**config.mk**
```make
export PLATFORM = sky130hd
export DESIGN_NAME = lattice_neighbour_generator_flat
export DESIGN_NICKNAME = d
export VERILOG_FILES = /design/src/rtl/lng_pkg.sv /design/src/rtl/lng_if.sv /design/src/rtl/lng_cfg.sv /design/src/rtl/lng_front.sv /design/src/rtl/lng_queue.sv /design/src/rtl/lng_back.sv /design/src/rtl/lattice_neighbour_generator.sv /design/src/flat_wrapper.sv
export VERILOG_INCLUDE_DIRS = /design/src /design/src/rtl
export SDC_FILE = /design/constraint.sdc
export NUM_CORES = 2
export LEC_CHECK = 0
export BUFFER_PORTS_ARGS = -buffer_cell sky130_fd_sc_hd__clkbuf_2
export CAP_MARGIN = 20
export CORE_AREA = 2 2 338 340
export DETAILED_ROUTE_END_ITERATION = 10
export DIE_AREA = 0 0 340 342
export GPL_TIMING_DRIVEN = 1
export HOLD_SLACK_MARGIN = 0.08
export PLACE_DENSITY = 0.76
export SLEW_MARGIN = 40
export SYNTH_ARGS = -nofsm -noshare
export SYNTH_HDL_FRONTEND = slang
export SYNTH_HIERARCHICAL = 1
export SYNTH_SLANG_ARGS = --single-unit
```
**constraint.sdc**
```tcl
create_clock -name clk -period 24.3 [get_ports clk]
set_input_delay 1.215 -clock clk [delete_from_list [all_inputs] [get_ports clk]]
set_output_delay 1.215 -clock clk [all_outputs]
set_load 0.01 [all_outputs]
```
**src/rtl/lattice_neighbour_generator_defines.svh**
```systemverilog
// Assertion macros for the lattice neighbour generator.
`ifndef LATTICE_NEIGHBOUR_GENERATOR_DEFINES_SVH
`define LATTICE_NEIGHBOUR_GENERATOR_DEFINES_SVH

// Same-cycle implication, disabled in reset.
`define LNG_ASSERT_IMP(lbl, clk, rst, ante, cons, msg) \
  lbl: assert property (@(posedge clk) disable iff (rst) (ante) |-> (cons)) else $error(msg);

// Next-cycle implication, disabled in reset.
`define LNG_ASSERT_NXT(lbl, clk, rst, ante, cons, msg) \
  lbl: assert property (@(posedge clk) disable iff (rst) (ante) |=> (cons)) else $error(msg);

`endif

```
**src/rtl/lng_pkg.sv**
```systemverilog
// Shared constants and types of the lattice neighbour generator.
`default_nettype none

package lng_pkg;

  localparam int IDX_W     = 12;
  localparam int SIDE_W    = 13;
  localparam int DIMS_W    = 2;
  localparam int MAX_SITES = 4096;
  // largest sides whose square and cube still fit in MAX_SITES
  localparam int SQ_LIMIT  = 64;
  localparam int CU_LIMIT  = 16;
  localparam int SQ_W      = $clog2(SQ_LIMIT + 1);
  localparam int CU_W      = $clog2(CU_LIMIT + 1);

  localparam int NB_SLOTS     = 6;
  localparam int DIV1_BITS    = IDX_W;
  localparam int DIV2_BITS    = 8;
  localparam int FRONT_STAGES = DIV1_BITS + DIV2_BITS;

  localparam int QUEUE_DEPTH = 4;
  localparam int QPTR_W      = $clog2(QUEUE_DEPTH);
  localparam int QCNT_W      = $clog2(QUEUE_DEPTH + 1);

  localparam int PADDR_W = 4;
  localparam int PDATA_W = 32;

  localparam logic [1:0] REG_DIMS     = 2'd0;
  localparam logic [1:0] REG_SIDE     = 2'd1;
  localparam logic [1:0] REG_PERIODIC = 2'd2;

  localparam logic [DIMS_W-1:0] DIM_CHAIN  = 2'd1;
  localparam logic [DIMS_W-1:0] DIM_SQUARE = 2'd2;
  localparam logic [DIMS_W-1:0] DIM_CUBE   = 2'd3;

  typedef struct packed {
    logic [DIMS_W-1:0] dims;
    logic [SIDE_W-1:0] side;
    logic              periodic;
    logic [SIDE_W-1:0] side_sq;
    logic [SIDE_W-1:0] side_cu;
    logic [IDX_W-1:0]  col_wrap;
    logic [IDX_W-1:0]  row_wrap;
    logic [IDX_W-1:0]  plane_wrap;
  } cfg_t;

  typedef struct packed {
    logic [NB_SLOTS-1:0]            mask;
    logic [NB_SLOTS-1:0][IDX_W-1:0] nb;
    logic                           none;
    logic                           err;
  } desc_t;

  typedef struct packed {
    logic              full;
    logic              empty;
    logic [QCNT_W-1:0] count;
  } q_stat_t;

endpackage

`default_nettype wire

```
**src/rtl/lng_if.sv**
```systemverilog
// Site and result channel interfaces.
`default_nettype none

interface lng_site_if;
  import lng_pkg::*;
  logic             valid;
  logic             ready;
  logic [IDX_W-1:0] site_index;
  modport source (output valid, output site_index, input ready);
  modport sink (input valid, input site_index, output ready);
endinterface

interface lng_nb_if;
  import lng_pkg::*;
  logic             valid;
  logic             ready;
  logic [IDX_W-1:0] neighbour_index;
  logic             is_last;
  logic             no_neighbour;
  logic             out_of_range;
  modport source (output valid, output neighbour_index, output is_last,
                  output no_neighbour, output out_of_range, input ready);
  modport sink (input valid, input neighbour_index, input is_last,
                input no_neighbour, input out_of_range, output ready);
endinterface

`default_nettype wire

```
**src/rtl/lng_cfg.sv**
```systemverilog
// APB configuration registers and derived lattice sizes.
`default_nettype none

module lng_cfg (
  input  logic                        clk,
  input  logic                        rst,
  input  logic                        psel,
  input  logic                        penable,
  input  logic                        pwrite,
  input  logic [lng_pkg::PADDR_W-1:0] paddr,
  input  logic [lng_pkg::PDATA_W-1:0] pwdata,
  output logic [lng_pkg::PDATA_W-1:0] prdata,
  output logic                        pready,
  output lng_pkg::cfg_t               cfg
);
  import lng_pkg::*;

  logic [DIMS_W-1:0] dims;
  logic [SIDE_W-1:0] side;
  logic              periodic;
  logic [SIDE_W-1:0] side_sq;
  logic [SIDE_W-1:0] side_cu;
  logic [IDX_W-1:0]  col_wrap;
  logic [IDX_W-1:0]  row_wrap;
  logic [IDX_W-1:0]  plane_wrap;

  logic              wr;
  logic [1:0]        reg_sel;
  logic [SIDE_W-1:0] wside;
  logic [2*SQ_W-1:0] sq_prod;

  function automatic logic [SIDE_W-1:0] cube_of(input logic [CU_W-1:0] v);
    logic [SIDE_W-1:0] c;
    unique case (v)
      5'd0:    c = 13'd0;
      5'd1:    c = 13'd1;
      5'd2:    c = 13'd8;
      5'd3:    c = 13'd27;
      5'd4:    c = 13'd64;
      5'd5:    c = 13'd125;
      5'd6:    c = 13'd216;
      5'd7:    c = 13'd343;
      5'd8:    c = 13'd512;
      5'd9:    c = 13'd729;
      5'd10:   c = 13'd1000;
      5'd11:   c = 13'd1331;
      5'd12:   c = 13'd1728;
      5'd13:   c = 13'd2197;
      5'd14:   c = 13'd2744;
      5'd15:   c = 13'd3375;
      5'd16:   c = 13'd4096;
      default: c = '0;
    endcase
    return c;
  endfunction

  assign wr      = psel & penable & pwrite;
  assign reg_sel = paddr[PADDR_W-1:2];
  assign wside   = pwdata[SIDE_W-1:0];
  assign sq_prod = wside[SQ_W-1:0] * wside[SQ_W-1:0];
  assign pready  = 1'b1;

  always_ff @(posedge clk) begin
    if (rst) begin
      dims     <= DIM_CHAIN;
      side     <= SIDE_W'(1);
      periodic <= 1'b1;
      side_sq  <= SIDE_W'(1);
      side_cu  <= SIDE_W'(1);
    end else if (wr) begin
      unique case (reg_sel)
        REG_DIMS: begin
          dims <= pwdata[DIMS_W-1:0];
        end
        REG_SIDE: begin
          side    <= wside;
          side_sq <= (wside <= SIDE_W'(SQ_LIMIT)) ? sq_prod[SIDE_W-1:0] : '0;
          side_cu <= (wside <= SIDE_W'(CU_LIMIT)) ? cube_of(wside[CU_W-1:0]) : '0;
        end
        REG_PERIODIC: begin
          periodic <= pwdata[0];
        end
        default: begin
        end
      endcase
    end
  end

  // wrap offsets (s-1)*stride, used only at the end of the divider pipeline
  always_ff @(posedge clk) begin
    col_wrap   <= side[IDX_W-1:0] - IDX_W'(1);
    row_wrap   <= side_sq[IDX_W-1:0] - side[IDX_W-1:0];
    plane_wrap <= side_cu[IDX_W-1:0] - side_sq[IDX_W-1:0];
  end

  always_comb begin
    unique case (reg_sel)
      REG_DIMS:     prdata = PDATA_W'(dims);
      REG_SIDE:     prdata = PDATA_W'(side);
      REG_PERIODIC: prdata = PDATA_W'(periodic);
      default:      prdata = '0;
    endcase
  end

  assign cfg.dims       = dims;
  assign cfg.side       = side;
  assign cfg.periodic   = periodic;
  assign cfg.side_sq    = side_sq;
  assign cfg.side_cu    = side_cu;
  assign cfg.col_wrap   = col_wrap;
  assign cfg.row_wrap   = row_wrap;
  assign cfg.plane_wrap = plane_wrap;

endmodule

`default_nettype wire

```
**src/rtl/lng_front.sv**
```systemverilog
// Front end: coordinate divider pipeline and neighbour classification.
`default_nettype none

module lng_front (
  input  logic            clk,
  input  logic            rst,
  input  lng_pkg::cfg_t   cfg,
  lng_site_if.sink        site,
  input  logic            q_full,
  output logic            push,
  output lng_pkg::desc_t  push_desc
);
  import lng_pkg::*;

  typedef struct packed {
    logic [IDX_W-1:0]     idx;
    logic [IDX_W-1:0]     q1;
    logic [SIDE_W-1:0]    r1;
    logic [DIV2_BITS-1:0] q2;
    logic [SIDE_W-1:0]    r2;
  } stage_t;

  typedef struct packed {
    logic             lo_ok;
    logic             hi_ok;
    logic [IDX_W-1:0] lo;
    logic [IDX_W-1:0] hi;
  } axis_t;

  // one restoring step: returns {quotient bit, new remainder}
  function automatic logic [SIDE_W:0] div_step(input logic [SIDE_W-1:0] rem,
                                               input logic b,
                                               input logic [SIDE_W-1:0] d);
    logic [SIDE_W:0] t;
    logic [SIDE_W:0] diff;
    t    = {rem, b};
    diff = t - {1'b0, d};
    if (t >= {1'b0, d}) begin
      return {1'b1, diff[SIDE_W-1:0]};
    end
    return {1'b0, t[SIDE_W-1:0]};
  endfunction

  function automatic axis_t axis_f(input logic [IDX_W-1:0] idx,
                                   input logic [SIDE_W-1:0] c,
                                   input logic [IDX_W-1:0] st,
                                   input logic [IDX_W-1:0] wrapoff,
                                   input logic [SIDE_W-1:0] s,
                                   input logic wrap);
    axis_t           a;
    logic            at_lo;
    logic            at_hi;
    logic [SIDE_W:0] c_inc;
    c_inc   = {1'b0, c} + (SIDE_W + 1)'(1);
    at_lo   = (c == '0);
    at_hi   = (c_inc >= {1'b0, s});
    a.lo_ok = !at_lo || wrap;
    a.lo    = at_lo ? idx + wrapoff : idx - st;
    a.hi_ok = !at_hi || wrap;
    a.hi    = at_hi ? idx - wrapoff : idx + st;
    return a;
  endfunction

  logic [FRONT_STAGES:0] vld;
  stage_t                stg [FRONT_STAGES+1];
  logic                  adv;

  assign adv        = !vld[FRONT_STAGES] || !q_full;
  assign site.ready = adv;

  always_ff @(posedge clk) begin
    if (rst) begin
      vld <= '0;
    end else if (adv) begin
      vld <= {vld[FRONT_STAGES-1:0], site.valid};
    end
  end

  always_ff @(posedge clk) begin
    if (adv) begin
      stg[0].idx <= site.site_index;
      stg[0].q1  <= '0;
      stg[0].r1  <= '0;
      stg[0].q2  <= '0;
      stg[0].r2  <= '0;
    end
  end

  // idx / side in the first stages, then (idx / side) / side for the cube
  for (genvar k = 0; k < FRONT_STAGES; k++) begin : g_stage
    stage_t nxt;
    if (k < DIV1_BITS) begin : g_div1
      localparam int B = DIV1_BITS - 1 - k;
      logic [SIDE_W:0] step;
      always_comb begin
        step       = div_step(stg[k].r1, stg[k].idx[B], cfg.side);
        nxt        = stg[k];
        nxt.q1[B]  = step[SIDE_W];
        nxt.r1     = step[SIDE_W-1:0];
      end
    end else begin : g_div2
      localparam int B = DIV2_BITS - 1 - (k - DIV1_BITS);
      logic [SIDE_W:0] step;
      always_comb begin
        step       = div_step(stg[k].r2, stg[k].q1[B], cfg.side);
        nxt        = stg[k];
        nxt.q2[B]  = step[SIDE_W];
        nxt.r2     = step[SIDE_W-1:0];
      end
    end
    always_ff @(posedge clk) begin
      if (adv) begin
        stg[k+1] <= nxt;
      end
    end
  end

  stage_t            p;
  logic              over;
  logic              err;
  logic [SIDE_W-1:0] total;
  logic [SIDE_W-1:0] row_c;
  logic [SIDE_W-1:0] s_m1;
  axis_t             ax0;
  axis_t             ax1;
  axis_t             ax2;
  desc_t             d;

  assign p = stg[FRONT_STAGES];

  always_comb begin
    unique case (cfg.dims)
      DIM_CHAIN: begin
        over  = cfg.side > SIDE_W'(MAX_SITES);
        total = cfg.side;
      end
      DIM_SQUARE: begin
        over  = cfg.side > SIDE_W'(SQ_LIMIT);
        total = cfg.side_sq;
      end
      DIM_CUBE: begin
        over  = cfg.side > SIDE_W'(CU_LIMIT);
        total = cfg.side_cu;
      end
      default: begin
        over  = 1'b1;
        total = '0;
      end
    endcase
    err   = over || ({1'b0, p.idx} >= total);
    s_m1  = cfg.side - SIDE_W'(1);
    row_c = (cfg.dims == DIM_CUBE) ? p.r2 : {1'b0, p.q1};
    ax0   = axis_f(p.idx, p.r1, IDX_W'(1), cfg.col_wrap, cfg.side, cfg.periodic);
    ax1   = axis_f(p.idx, row_c, cfg.side[IDX_W-1:0], cfg.row_wrap, cfg.side,
                   cfg.periodic);
    ax2   = axis_f(p.idx, SIDE_W'(p.q2), cfg.side_sq[IDX_W-1:0], cfg.plane_wrap,
                   cfg.side, cfg.periodic);

    d = '0;
    if (cfg.dims == DIM_CHAIN) begin
      d.mask[0] = (p.idx != '0);
      d.nb[0]   = p.idx - IDX_W'(1);
      d.mask[1] = ({1'b0, p.idx} + SIDE_W'(1)) < cfg.side;
      d.nb[1]   = p.idx + IDX_W'(1);
      d.mask[2] = cfg.periodic && (p.idx == '0);
      d.nb[2]   = cfg.col_wrap;
      d.mask[3] = cfg.periodic && ({1'b0, p.idx} == s_m1);
      d.nb[3]   = '0;
    end else begin
      d.mask[0] = ax0.lo_ok;
      d.nb[0]   = ax0.lo;
      d.mask[1] = ax0.hi_ok;
      d.nb[1]   = ax0.hi;
      d.mask[2] = ax1.lo_ok;
      d.nb[2]   = ax1.lo;
      d.mask[3] = ax1.hi_ok;
      d.nb[3]   = ax1.hi;
      d.mask[4] = ax2.lo_ok && (cfg.dims == DIM_CUBE);
      d.nb[4]   = ax2.lo;
      d.mask[5] = ax2.hi_ok && (cfg.dims == DIM_CUBE);
      d.nb[5]   = ax2.hi;
    end
    d.err  = err;
    d.none = !err && (d.mask == '0);
    // flagged sites give a single zero result
    if (d.err || d.none) begin
      d.mask  = NB_SLOTS'(1);
      d.nb[0] = '0;
    end
  end

  assign push      = vld[FRONT_STAGES] && !q_full;
  assign push_desc = d;

endmodule

`default_nettype wire

```
**src/rtl/lng_queue.sv**
```systemverilog
// Descriptor queue between front and back.
`default_nettype none

module lng_queue (
  input  logic              clk,
  input  logic              rst,
  input  logic              push,
  input  lng_pkg::desc_t    push_desc,
  input  logic              pop,
  output lng_pkg::desc_t    head,
  output lng_pkg::q_stat_t  stat
);
  import lng_pkg::*;

  desc_t             slots [QUEUE_DEPTH];
  logic [QPTR_W-1:0] wr_ptr;
  logic [QPTR_W-1:0] rd_ptr;
  logic [QCNT_W-1:0] count;

  always_ff @(posedge clk) begin
    if (rst) begin
      wr_ptr <= '0;
      rd_ptr <= '0;
      count  <= '0;
    end else begin
      if (push) begin
        wr_ptr <= wr_ptr + QPTR_W'(1);
      end
      if (pop) begin
        rd_ptr <= rd_ptr + QPTR_W'(1);
      end
      if (push && !pop) begin
        count <= count + QCNT_W'(1);
      end else if (pop && !push) begin
        count <= count - QCNT_W'(1);
      end
    end
  end

  always_ff @(posedge clk) begin
    if (push) begin
      slots[wr_ptr] <= push_desc;
    end
  end

  assign head       = slots[rd_ptr];
  assign stat.full  = (count == QCNT_W'(QUEUE_DEPTH));
  assign stat.empty = (count == '0);
  assign stat.count = count;

endmodule

`default_nettype wire

```
**src/rtl/lng_back.sv**
```systemverilog
// Back end: walks a descriptor's slots and emits one result per cycle while the result channel is ready.
`default_nettype none

module lng_back (
  input  logic            clk,
  input  logic            rst,
  input  lng_pkg::desc_t  head,
  input  logic            head_vld,
  output logic            pop,
  lng_nb_if.source        result
);
  import lng_pkg::*;

  logic [NB_SLOTS-1:0] done;
  logic [NB_SLOTS-1:0] remaining;
  logic [NB_SLOTS-1:0] pick;
  logic                last;
  logic                load;
  logic [IDX_W-1:0]    sel_nb;

  logic                res_valid;
  logic [IDX_W-1:0]    res_index;
  logic                res_last;
  logic                res_none;
  logic                res_err;

  assign remaining = head.mask & ~done;
  assign pick      = remaining & (~remaining + NB_SLOTS'(1));
  assign last      = (remaining & ~pick) == '0;
  assign load      = head_vld && (!res_valid || result.ready);
  assign pop       = load && last;

  always_comb begin
    sel_nb = '0;
    for (int i = 0; i < NB_SLOTS; i++) begin
      if (pick[i]) begin
        sel_nb = sel_nb | head.nb[i];
      end
    end
  end

  always_ff @(posedge clk) begin
    if (rst) begin
      done      <= '0;
      res_valid <= 1'b0;
    end else begin
      if (load) begin
        done      <= last ? '0 : (done | pick);
        res_valid <= 1'b1;
      end else if (result.ready) begin
        res_valid <= 1'b0;
      end
    end
  end

  always_ff @(posedge clk) begin
    if (load) begin
      res_index <= sel_nb;
      res_last  <= last;
      res_none  <= head.none;
      res_err   <= head.err;
    end
  end

  assign result.valid           = res_valid;
  assign result.neighbour_index = res_index;
  assign result.is_last         = res_last;
  assign result.no_neighbour    = res_none;
  assign result.out_of_range    = res_err;

endmodule

`default_nettype wire

```
**src/rtl/lattice_neighbour_generator.sv**
```systemverilog
// Top level of the lattice neighbour generator.
//
// Channel  Dir  Handshake              Payload
// site     in   valid / ready          site_index[11:0]
// result   out  valid / ready          neighbour_index[11:0], is_last, no_neighbour,
//                                      out_of_range
// apb      in   psel/penable/pwrite    paddr[3:0], pwdata[31:0], prdata[31:0]
//
// A site is taken every cycle while the 4-entry queue has room; results leave one per
// cycle while the result channel is ready, and a site gives 1 to 6 results, one per
// neighbour or a single flagged one. Its first result comes after an input register,
// 20 divider stages at one quotient bit each, the queue write and the output register.
// rst clears all valids and the queue and restores dimensions 1, side 1, periodic 1.
// A stalled result channel fills the queue, then the divider pipeline stops as a whole.
`default_nettype none
`include "lattice_neighbour_generator_defines.svh"

module lattice_neighbour_generator (
  input  logic                        clk,
  input  logic                        rst,
  input  logic                        psel,
  input  logic                        penable,
  input  logic                        pwrite,
  input  logic [lng_pkg::PADDR_W-1:0] paddr,
  input  logic [lng_pkg::PDATA_W-1:0] pwdata,
  output logic [lng_pkg::PDATA_W-1:0] prdata,
  output logic                        pready,
  lng_site_if.sink                    site,
  lng_nb_if.source                    result
);
  import lng_pkg::*;

  cfg_t    cfg;
  logic    q_push;
  desc_t   q_in;
  logic    q_pop;
  desc_t   q_head;
  q_stat_t q_stat;

  lng_cfg u_cfg (
    .clk     (clk),
    .rst     (rst),
    .psel    (psel),
    .penable (penable),
    .pwrite  (pwrite),
    .paddr   (paddr),
    .pwdata  (pwdata),
    .prdata  (prdata),
    .pready  (pready),
    .cfg     (cfg)
  );

  lng_front u_front (
    .clk       (clk),
    .rst       (rst),
    .cfg       (cfg),
    .site      (site),
    .q_full    (q_stat.full),
    .push      (q_push),
    .push_desc (q_in)
  );

  lng_queue u_queue (
    .clk       (clk),
    .rst       (rst),
    .push      (q_push),
    .push_desc (q_in),
    .pop       (q_pop),
    .head      (q_head),
    .stat      (q_stat)
  );

  lng_back u_back (
    .clk      (clk),
    .rst      (rst),
    .head     (q_head),
    .head_vld (!q_stat.empty),
    .pop      (q_pop),
    .result   (result)
  );

  `LNG_ASSERT_IMP(a_err_alone, clk, rst, result.valid && result.out_of_range, result.is_last && !result.no_neighbour && (result.neighbour_index == '0), "out-of-range result is not a lone zero item")
  `LNG_ASSERT_IMP(a_none_alone, clk, rst, result.valid && result.no_neighbour, result.is_last && !result.out_of_range && (result.neighbour_index == '0), "no-neighbour result is not a lone zero item")
  `LNG_ASSERT_IMP(a_stall_cause, clk, rst, !site.ready, q_stat.full, "front stalled while the queue has room")
  `LNG_ASSERT_NXT(a_pop_last, clk, rst, q_pop, result.valid && result.is_last, "queue popped without a last result")

endmodule

`default_nettype wire

```
**src/flat_wrapper.sv**
```systemverilog
// flat-port wrapper written by rule: the top's interface ports become plain ports
module lattice_neighbour_generator_flat import lng_pkg::*;
  (clk, rst, psel, penable, pwrite, paddr, pwdata, prdata, pready, site_valid, site_site_index, site_ready, result_valid, result_neighbour_index, result_is_last, result_no_neighbour, result_out_of_range, result_ready);
  lng_site_if site_i ();
  lng_nb_if result_i ();
  input  logic clk;
  input  logic rst;
  input  logic psel;
  input  logic penable;
  input  logic pwrite;
  input  logic [lng_pkg::PADDR_W-1:0] paddr;
  input  logic [lng_pkg::PDATA_W-1:0] pwdata;
  output logic [lng_pkg::PDATA_W-1:0] prdata;
  output logic pready;
  input wire logic [$bits(site_i.valid)-1:0] site_valid;
  input wire logic [$bits(site_i.site_index)-1:0] site_site_index;
  output wire logic [$bits(site_i.ready)-1:0] site_ready;
  output wire logic [$bits(result_i.valid)-1:0] result_valid;
  output wire logic [$bits(result_i.neighbour_index)-1:0] result_neighbour_index;
  output wire logic [$bits(result_i.is_last)-1:0] result_is_last;
  output wire logic [$bits(result_i.no_neighbour)-1:0] result_no_neighbour;
  output wire logic [$bits(result_i.out_of_range)-1:0] result_out_of_range;
  input wire logic [$bits(result_i.ready)-1:0] result_ready;
  assign site_i.valid = site_valid;
  assign site_i.site_index = site_site_index;
  assign site_ready = site_i.ready;
  assign result_valid = result_i.valid;
  assign result_neighbour_index = result_i.neighbour_index;
  assign result_is_last = result_i.is_last;
  assign result_no_neighbour = result_i.no_neighbour;
  assign result_out_of_range = result_i.out_of_range;
  assign result_i.ready = result_ready;
  lattice_neighbour_generator u_core (.clk(clk), .rst(rst), .psel(psel), .penable(penable), .pwrite(pwrite), .paddr(paddr), .pwdata(pwdata), .prdata(prdata), .pready(pready), .site(site_i), .result(result_i));
endmodule
```
# After elaboration in Yosys (flattened, before gate mapping)
# Memory sizes are Yosys's and may differ from the RTL's. A register that Yosys moved wholly into a read port is not among the register bits.
# Index checks and enable logic that the tools add are counted.
[op_classes] add_sub_neg=45 n_mul=1 div_mod_pow=0 magnitude_cmp=30 eq_ne=7 n_shift=0 mux=95 bitwise_logic=14 reduce_logical=47
[op_table] op="$mux 14" n=40
[op_table] op="$ge 14x13->1" n=22
[op_table] op="$sub 13x13->13" n=20
[op_table] op="$mux 12" n=13
[op_table] op="$sub 12x12->12" n=7
[op_table] op="$pmux 13 s3" n=2
[op_table] op="$add 12x12->12" n=5
[op_table] op="$or 12x12->12" n=5
[op_table] op="$mux 48" n=1
[op_table] op="$mux 13" n=3
[op_table] op="$add 13x1->14 const B" n=2
[op_table] op="$logic_not 13->1" n=2
[op_table] op="$mux 1" n=26
[op_table] op="$mux 24" n=1
[op_table] op="$sub 12x1->12 const B" n=2
[op_table] op="$and 6x6->6" n=3
[op_table] op="$not 6->6" n=3
[op_table] op="$add 12x1->13 const B" n=1
[op_table] op="$eq 12x13->1" n=1
[op_table] op="$ge 12x13->1" n=1
[op_table] op="$ge 9x13->1" n=1
[op_table] op="$gt 13x13->1 const B" n=1
[op_table] op="$gt 13x5->1 const B" n=1
[op_table] op="$gt 13x7->1 const B" n=1
[op_table] op="other kinds (32)" n=75
[totals] reg_bits=128 latchBits=0 ram_bits=1538 mem_bits_ro=416 inputBits=55 memories=3
[mem_list] memory="u_core.u_front.stg" words=21 word_bits=58 read_ports=21 rd_clocked_by_memory_dff=0 write_ports=21 line="lng_front.sv:65" rtl="stage_t stg [FRONT_STAGES+1];"
[mem_list] memory="(no name shown)" words=32 word_bits=13 read_ports=1 rd_clocked_by_memory_dff=0 write_ports=0 line="lng_cfg.sv:34" rtl="unique case (v)"
[mem_list] memory="u_core.u_queue.slots" words=4 word_bits=80 read_ports=1 rd_clocked_by_memory_dff=1 write_ports=1 line="lng_queue.sv:15" rtl="desc_t slots [QUEUE_DEPTH];"

# Depth between registers and ports, before layout
[depth] ltp_word=16 ltp_mapped=31

# Hierarchy
# Netlist, hierarchy kept.
[modules_own_cells] mod="lng_front" instances=1 cells_each=3846 area_each_um2=45364.8
[modules_own_cells] mod="lng_queue" instances=1 cells_each=462 area_each_um2=12055.3
[modules_own_cells] mod="lng_cfg" instances=1 cells_each=609 area_each_um2=5134.9
[modules_own_cells] mod="lng_back" instances=1 cells_each=119 area_each_um2=1333.8
[modules_own_cells] mod="lattice_neighbour_generator" instances=1 cells_each=1 area_each_um2=3.8

# Least setup slack after synthesis
# OpenSTA, ideal clock, no wires.
[synth_path] path_kind="reg2reg" startpoint="register u_core.u_queue.count[0]" endpoint="memory u_core/u_front/stg[0][103] (netlist name), enable pin" setup_ps=1523 arrival_time_ps=23273 required_ps=22777 path_slack_ps=-496 path_stages_with_launch=5 path_buffers=1 synth_period_minus_slack_ps=24796 path_cell_list="dfxtp_1 nor3b_1 and2_0 inv_1 clkbuf_1"
[synth_rtl] item="start: declaration" line="lng_queue.sv:18" rtl="logic [QCNT_W-1:0] count;"
[synth_rtl] item="start signal: assignment" line="lng_queue.sv:33" rtl="count <= count + QCNT_W'(1);"
[synth_rtl] item="start signal: assignment" line="lng_queue.sv:35" rtl="count <= count - QCNT_W'(1);"
[synth_rtl] item="end: declaration" line="lng_front.sv:65"

==> summary.txt <==
Run status
  • Status: complete, no violations

Global routing
  • Vias in the first global route: 40.16k
  • Initial antenna violation count: 0
  • GRT overflow: 0
  • Total GRT Usage: 23.91%
  • Largest net degree at the start of global routing: 94
  • First-pass GRT wire length: 217,900 µm

Routing
  • Routed met3 length: 8370 µm
  • DR top layer: met4
  • DRC: 0
  • Vias/cell: 5.992
  • Met2 WL: 69,840 µm
  • Via count: 40.62k
  • Number of routed nets with antenna violations: 0
  • Iteration-0 DRC Markers: 3,275
  • Post-Route WL: 138,800 µm
  • Wire per inst: 20.46 µm
  • 1st-pass router iterations: 6
  • M1 wire length: 54,620 µm

Critical path
  • R2R Setup Slk: 17.57 ns
  • CP Launch Type: flip-flop
  • Reg2reg start: u_core/u_cfg/dims[0]
  • Cell family with most CP delay: compound AO/OA/AOI/OAI gates
  • WP data required: 24.75 ns
  • CP bufs+invs: 1
  • CP endpoint kind: flip-flop
  • Max incr delay on CP: 0.58 ns
  • Critical Path Fanout Max: 14
  • Worst R2R End: u_core/u_queue/slots[0][48]
  • R2R cell count: 27
  • WS Path Type: reg -> reg
  • Slowest CP cell: dfxtp_1
  • WP data arrival: 7.18 ns

Clock network
  • Clk Latency, worst-skew pair: 0.76 ns
  • Clk slew on worst S/H paths: 0.06 ns
  • Post-cts sizing count: 0
  • CTS tree: built
  • Htree depth: 4
  • Clock buffer depth: 3
  • # hold bufs at CTS: 0
  • Clock sinks: 1,275
  • Post-CTS Setup Inserts: 0
  • CTS Buf Count: 134
  • Root Buffer: clkbuf_16

Die
  • Die ar.: 0.1163 mm²
  • Core Area: 0.1131 mm²
  • Ports: 105
  • Die span in y: 342 µm
  • Initial Util: 56.49%
  • Die Span X: 340 µm
  • Row count: 124

Timing
  • Clk_skew: 0.03469 ns
  • Setup slack after layout: 17.57 ns
  • Tmin final: 6.734 ns
  • Endpoints failing setup: 0
  • Final Cycle Share: 27.71%
  • Slew @ Worst Pin: 0.8704 ns
  • Max frequency: 0.1485 GHz
  • Slew headroom: 41.91%
  • Setup TNS: 0 ns
  • Final Max Tran Viols: 0
  • Endpoints failing hold: 0
  • RSZ-0062 raised after global routing: no

Logic synthesis
  • Yosys reg bits: 1,275
  • Area contributors post-synth: edfxtp_1 (55%), ha_1 (8.5%), dfxtp_1 (3.6%)
  • Post-synthesis simple-gate area fraction: 10.30%
  • Synth cell types: 100
  • Largest family of logic cells by synthesized area: simple AND/OR/NAND/NOR gates
  • Most common flop cell mapped by yosys: edfxtp_1
  • Yosys warns: 6
  • Biggest area consumer among synthesized cells: edfxtp_1
  • Mux contribution to synthesized area: 4.293%
  • Cells after Synth: 5,037
  • Top cell type's share of synthesized area: 54.57%
  • Register area share after synthesis: 58.14%
  • Mean Syn Cell Area: 12.68 µm²
  • XOR/XNOR Fraction of Synth Area: 4.702%
  • Top-count cell post-synth: edfxtp_1
  • Mapped Area: 0.06389 mm²
  • Compound-cell area share of the yosys netlist: 10.22%
  • Post-synthesis adder-cell area fraction: 9.686%
  • Post-synth EDFFs: 1,161
  • Synth top cells by count: edfxtp_1 (1,161), ha_1 (432), nand2_1 (415), a21oi_1 (394), nor2_1 (256)
  • Async set-or-reset flop fraction in the synthesized netlist: 0%

Pwr
  • Seq pwr share: 41.1%
  • Logic gate share of total power: 33.9%
  • Sw Ratio: 32.63%
  • Pint: 5.450 mW
  • Pwr/cell area: 114.8 mW/mm²
  • Worst VDD drop: 0.08475 mV
  • Clock share of power: 25.0%
  • P_leak: 26.06 nW
  • Psw: 2.639 mW

Final layout
  • Fill cells: 8,405
  • Share of cells above drive strength 1: 10.44%
  • Area of the multi-input gates: 0.02528 mm²
  • Cell area after layout: 0.07047 mm²
  • Nets: 5,691
  • FF+latch area: 0.03716 mm²
  • Diode count: 0
  • Syn-to-layout area delta: 10.30%

Worst hold path
  • Hold Path Class: reg -> reg
  • Hold Path Origin: u_core/u_front/stg[1][218]
  • Hold EP: u_core/u_front/stg[1][276]
  • Hold depth: 0

Placement
  • Port Buf Inserts: 63
  • RePlAce Congestion: 0.9160
  • DP Area: 0.06603 mm²
  • DP Wirelength: 91,440 µm
  • Dpl ws: 17.79 ns

Job
  • Max Cap Viol: 0
-- power groups by stage --
stage | registers (mW) | clock network (mW) | logic [mW]
after global routing | 3.37 | 2.15 | 3.08
after detailed placement | 3.36 | 0 | 2.68
after CTS | 3.33 | 2.07 | 2.71
final | 3.33 | 2.02 | 2.74
after global placement | 3.34 | 0 | 2.58
after floorplan | 3.27 | 0 | 2.13
-- cells in the final DEF, fill, tap and decap left out, drive strengths merged, types with 20 or more instances in the layout --
master / netlist / routed
a21o: 69 / 69
xor2: 171 / 171
a31oi: 22 / 22
dfxtp: 114 / 114
clkinv: 1 / 39
o41ai: 21 / 21
mux2: 43 / 43
o31ai: 31 / 31
o21a: 43 / 43
a21oi: 394 / 394
a22oi: 31 / 31
nand3: 73 / 73
inv: 205 / 214
nand4: 85 / 85
nor4: 20 / 20
nor3: 182 / 182
or3: 41 / 41
mux2i: 43 / 43
buf: 69 / 80
o21ai: 258 / 258
o211ai: 23 / 23
nor2: 256 / 256
clkbuf: 101 / 236
mux4: 81 / 81
nand2b: 53 / 53
a211oi: 34 / 34
edfxtp: 1161 / 1161
nand2: 415 / 415
conb: 2 / 21
xnor2: 172 / 172
or2: 31 / 31
ha: 432 / 432
nor2b: 85 / 85
a211o: 24 / 24
and2: 51 / 51
fa: 38 / 38
-- per-stage QoR --
| stage | power, mW | util (%) | hold slack [ns] | std cells |
|---|---|---|---|---|
| 6_report | 8.089 | 62.31 | 0.4034 | 6780 |
| 4_1_cts | 8.109 | 62.24 | 0.3922 | 6778 |
| 3_3_place_gp | 5.920 | 58.32 | 0.4002 | 6540 |
| 5_1_grt | 8.602 | 62.31 | 0.3975 | 6780 |
| 3_5_place_dp | 6.044 | 58.38 | 0.4045 | 6540 |
| 2_1_floorplan | 5.397 | - | 0.4003 | 5056 |
-- worst max-delay path by stage --
| stage | startpoint | endpoint | slack, ns | cells past startpoint |
|---|---|---|---|---|
| 2_1_floorplan | u_core/u_queue/count[0] | site_ready | 11.99 | 4 |
| 3_3_place_gp | u_core/u_cfg/dims[1] | u_core/u_queue/slots[0][48] | 17.86 | 27 |
| 3_5_place_dp | u_core/u_cfg/dims[0] | u_core/u_queue/slots[0][48] | 17.79 | 27 |
| 4_1_cts | u_core/u_cfg/dims[0] | u_core/u_queue/slots[0][48] | 17.66 | 27 |
| 5_1_grt | u_core/u_cfg/dims[0] | u_core/u_queue/slots[0][48] | 17.06 | 27 |
| 6_report | u_core/u_cfg/dims[0] | u_core/u_queue/slots[0][48] | 17.57 | 27 |
-- logic make-up after synthesis --
family	count (synthesis)
AO/OA/AOI/OAI	1055
buffers and inverters	376
other	2
adder cells (fa/ha/maj)	472
flip-flops	1275
AND/OR/NAND/NOR	1347
XOR/XNOR	343
multiplexers	167
-- flip-flops by register name, indices dropped and copies added (netlist names), 2 cells and up, named ones only --
signal / count
u_core/u_cfg/dims: 2
u_core/u_back/done: 6
u_core/u_back/result.neighbour_index: 12
u_core/u_front/vld: 21
u_core/u_cfg/col_wrap: 12
u_core/u_cfg/row_wrap: 12
u_core/u_cfg/side_sq: 12
u_core/u_queue/count: 3
u_core/u_queue/rd_ptr: 2
u_core/u_cfg/plane_wrap: 12
u_core/u_cfg/side: 13
u_core/u_front/stg: 826
u_core/u_queue/slots: 320
u_core/u_cfg/side_cu: 13
u_core/u_queue/wr_ptr: 2
-- final cells by class --
class | instances | share of cell area [%]
inverter | 206 | 1.108
clock inverter | 66 | 1.133
clock buffer | 172 | 5.064
multi-input combinational | 3405 | 35.88
tap | 1512 | 2.685
sequential | 1275 | 52.72
timing repair buffer | 144 | 1.412
-- metal layers --
layer  track usage [%]  vias to the layer above
li1                  -                    19220
met1             29.47                    19730
met2             41.80                     1331
met3             3.656                      345
met4             10.56                        0
met5                 0                        -
Note: power is estimated with default switching activity, not from simulation.
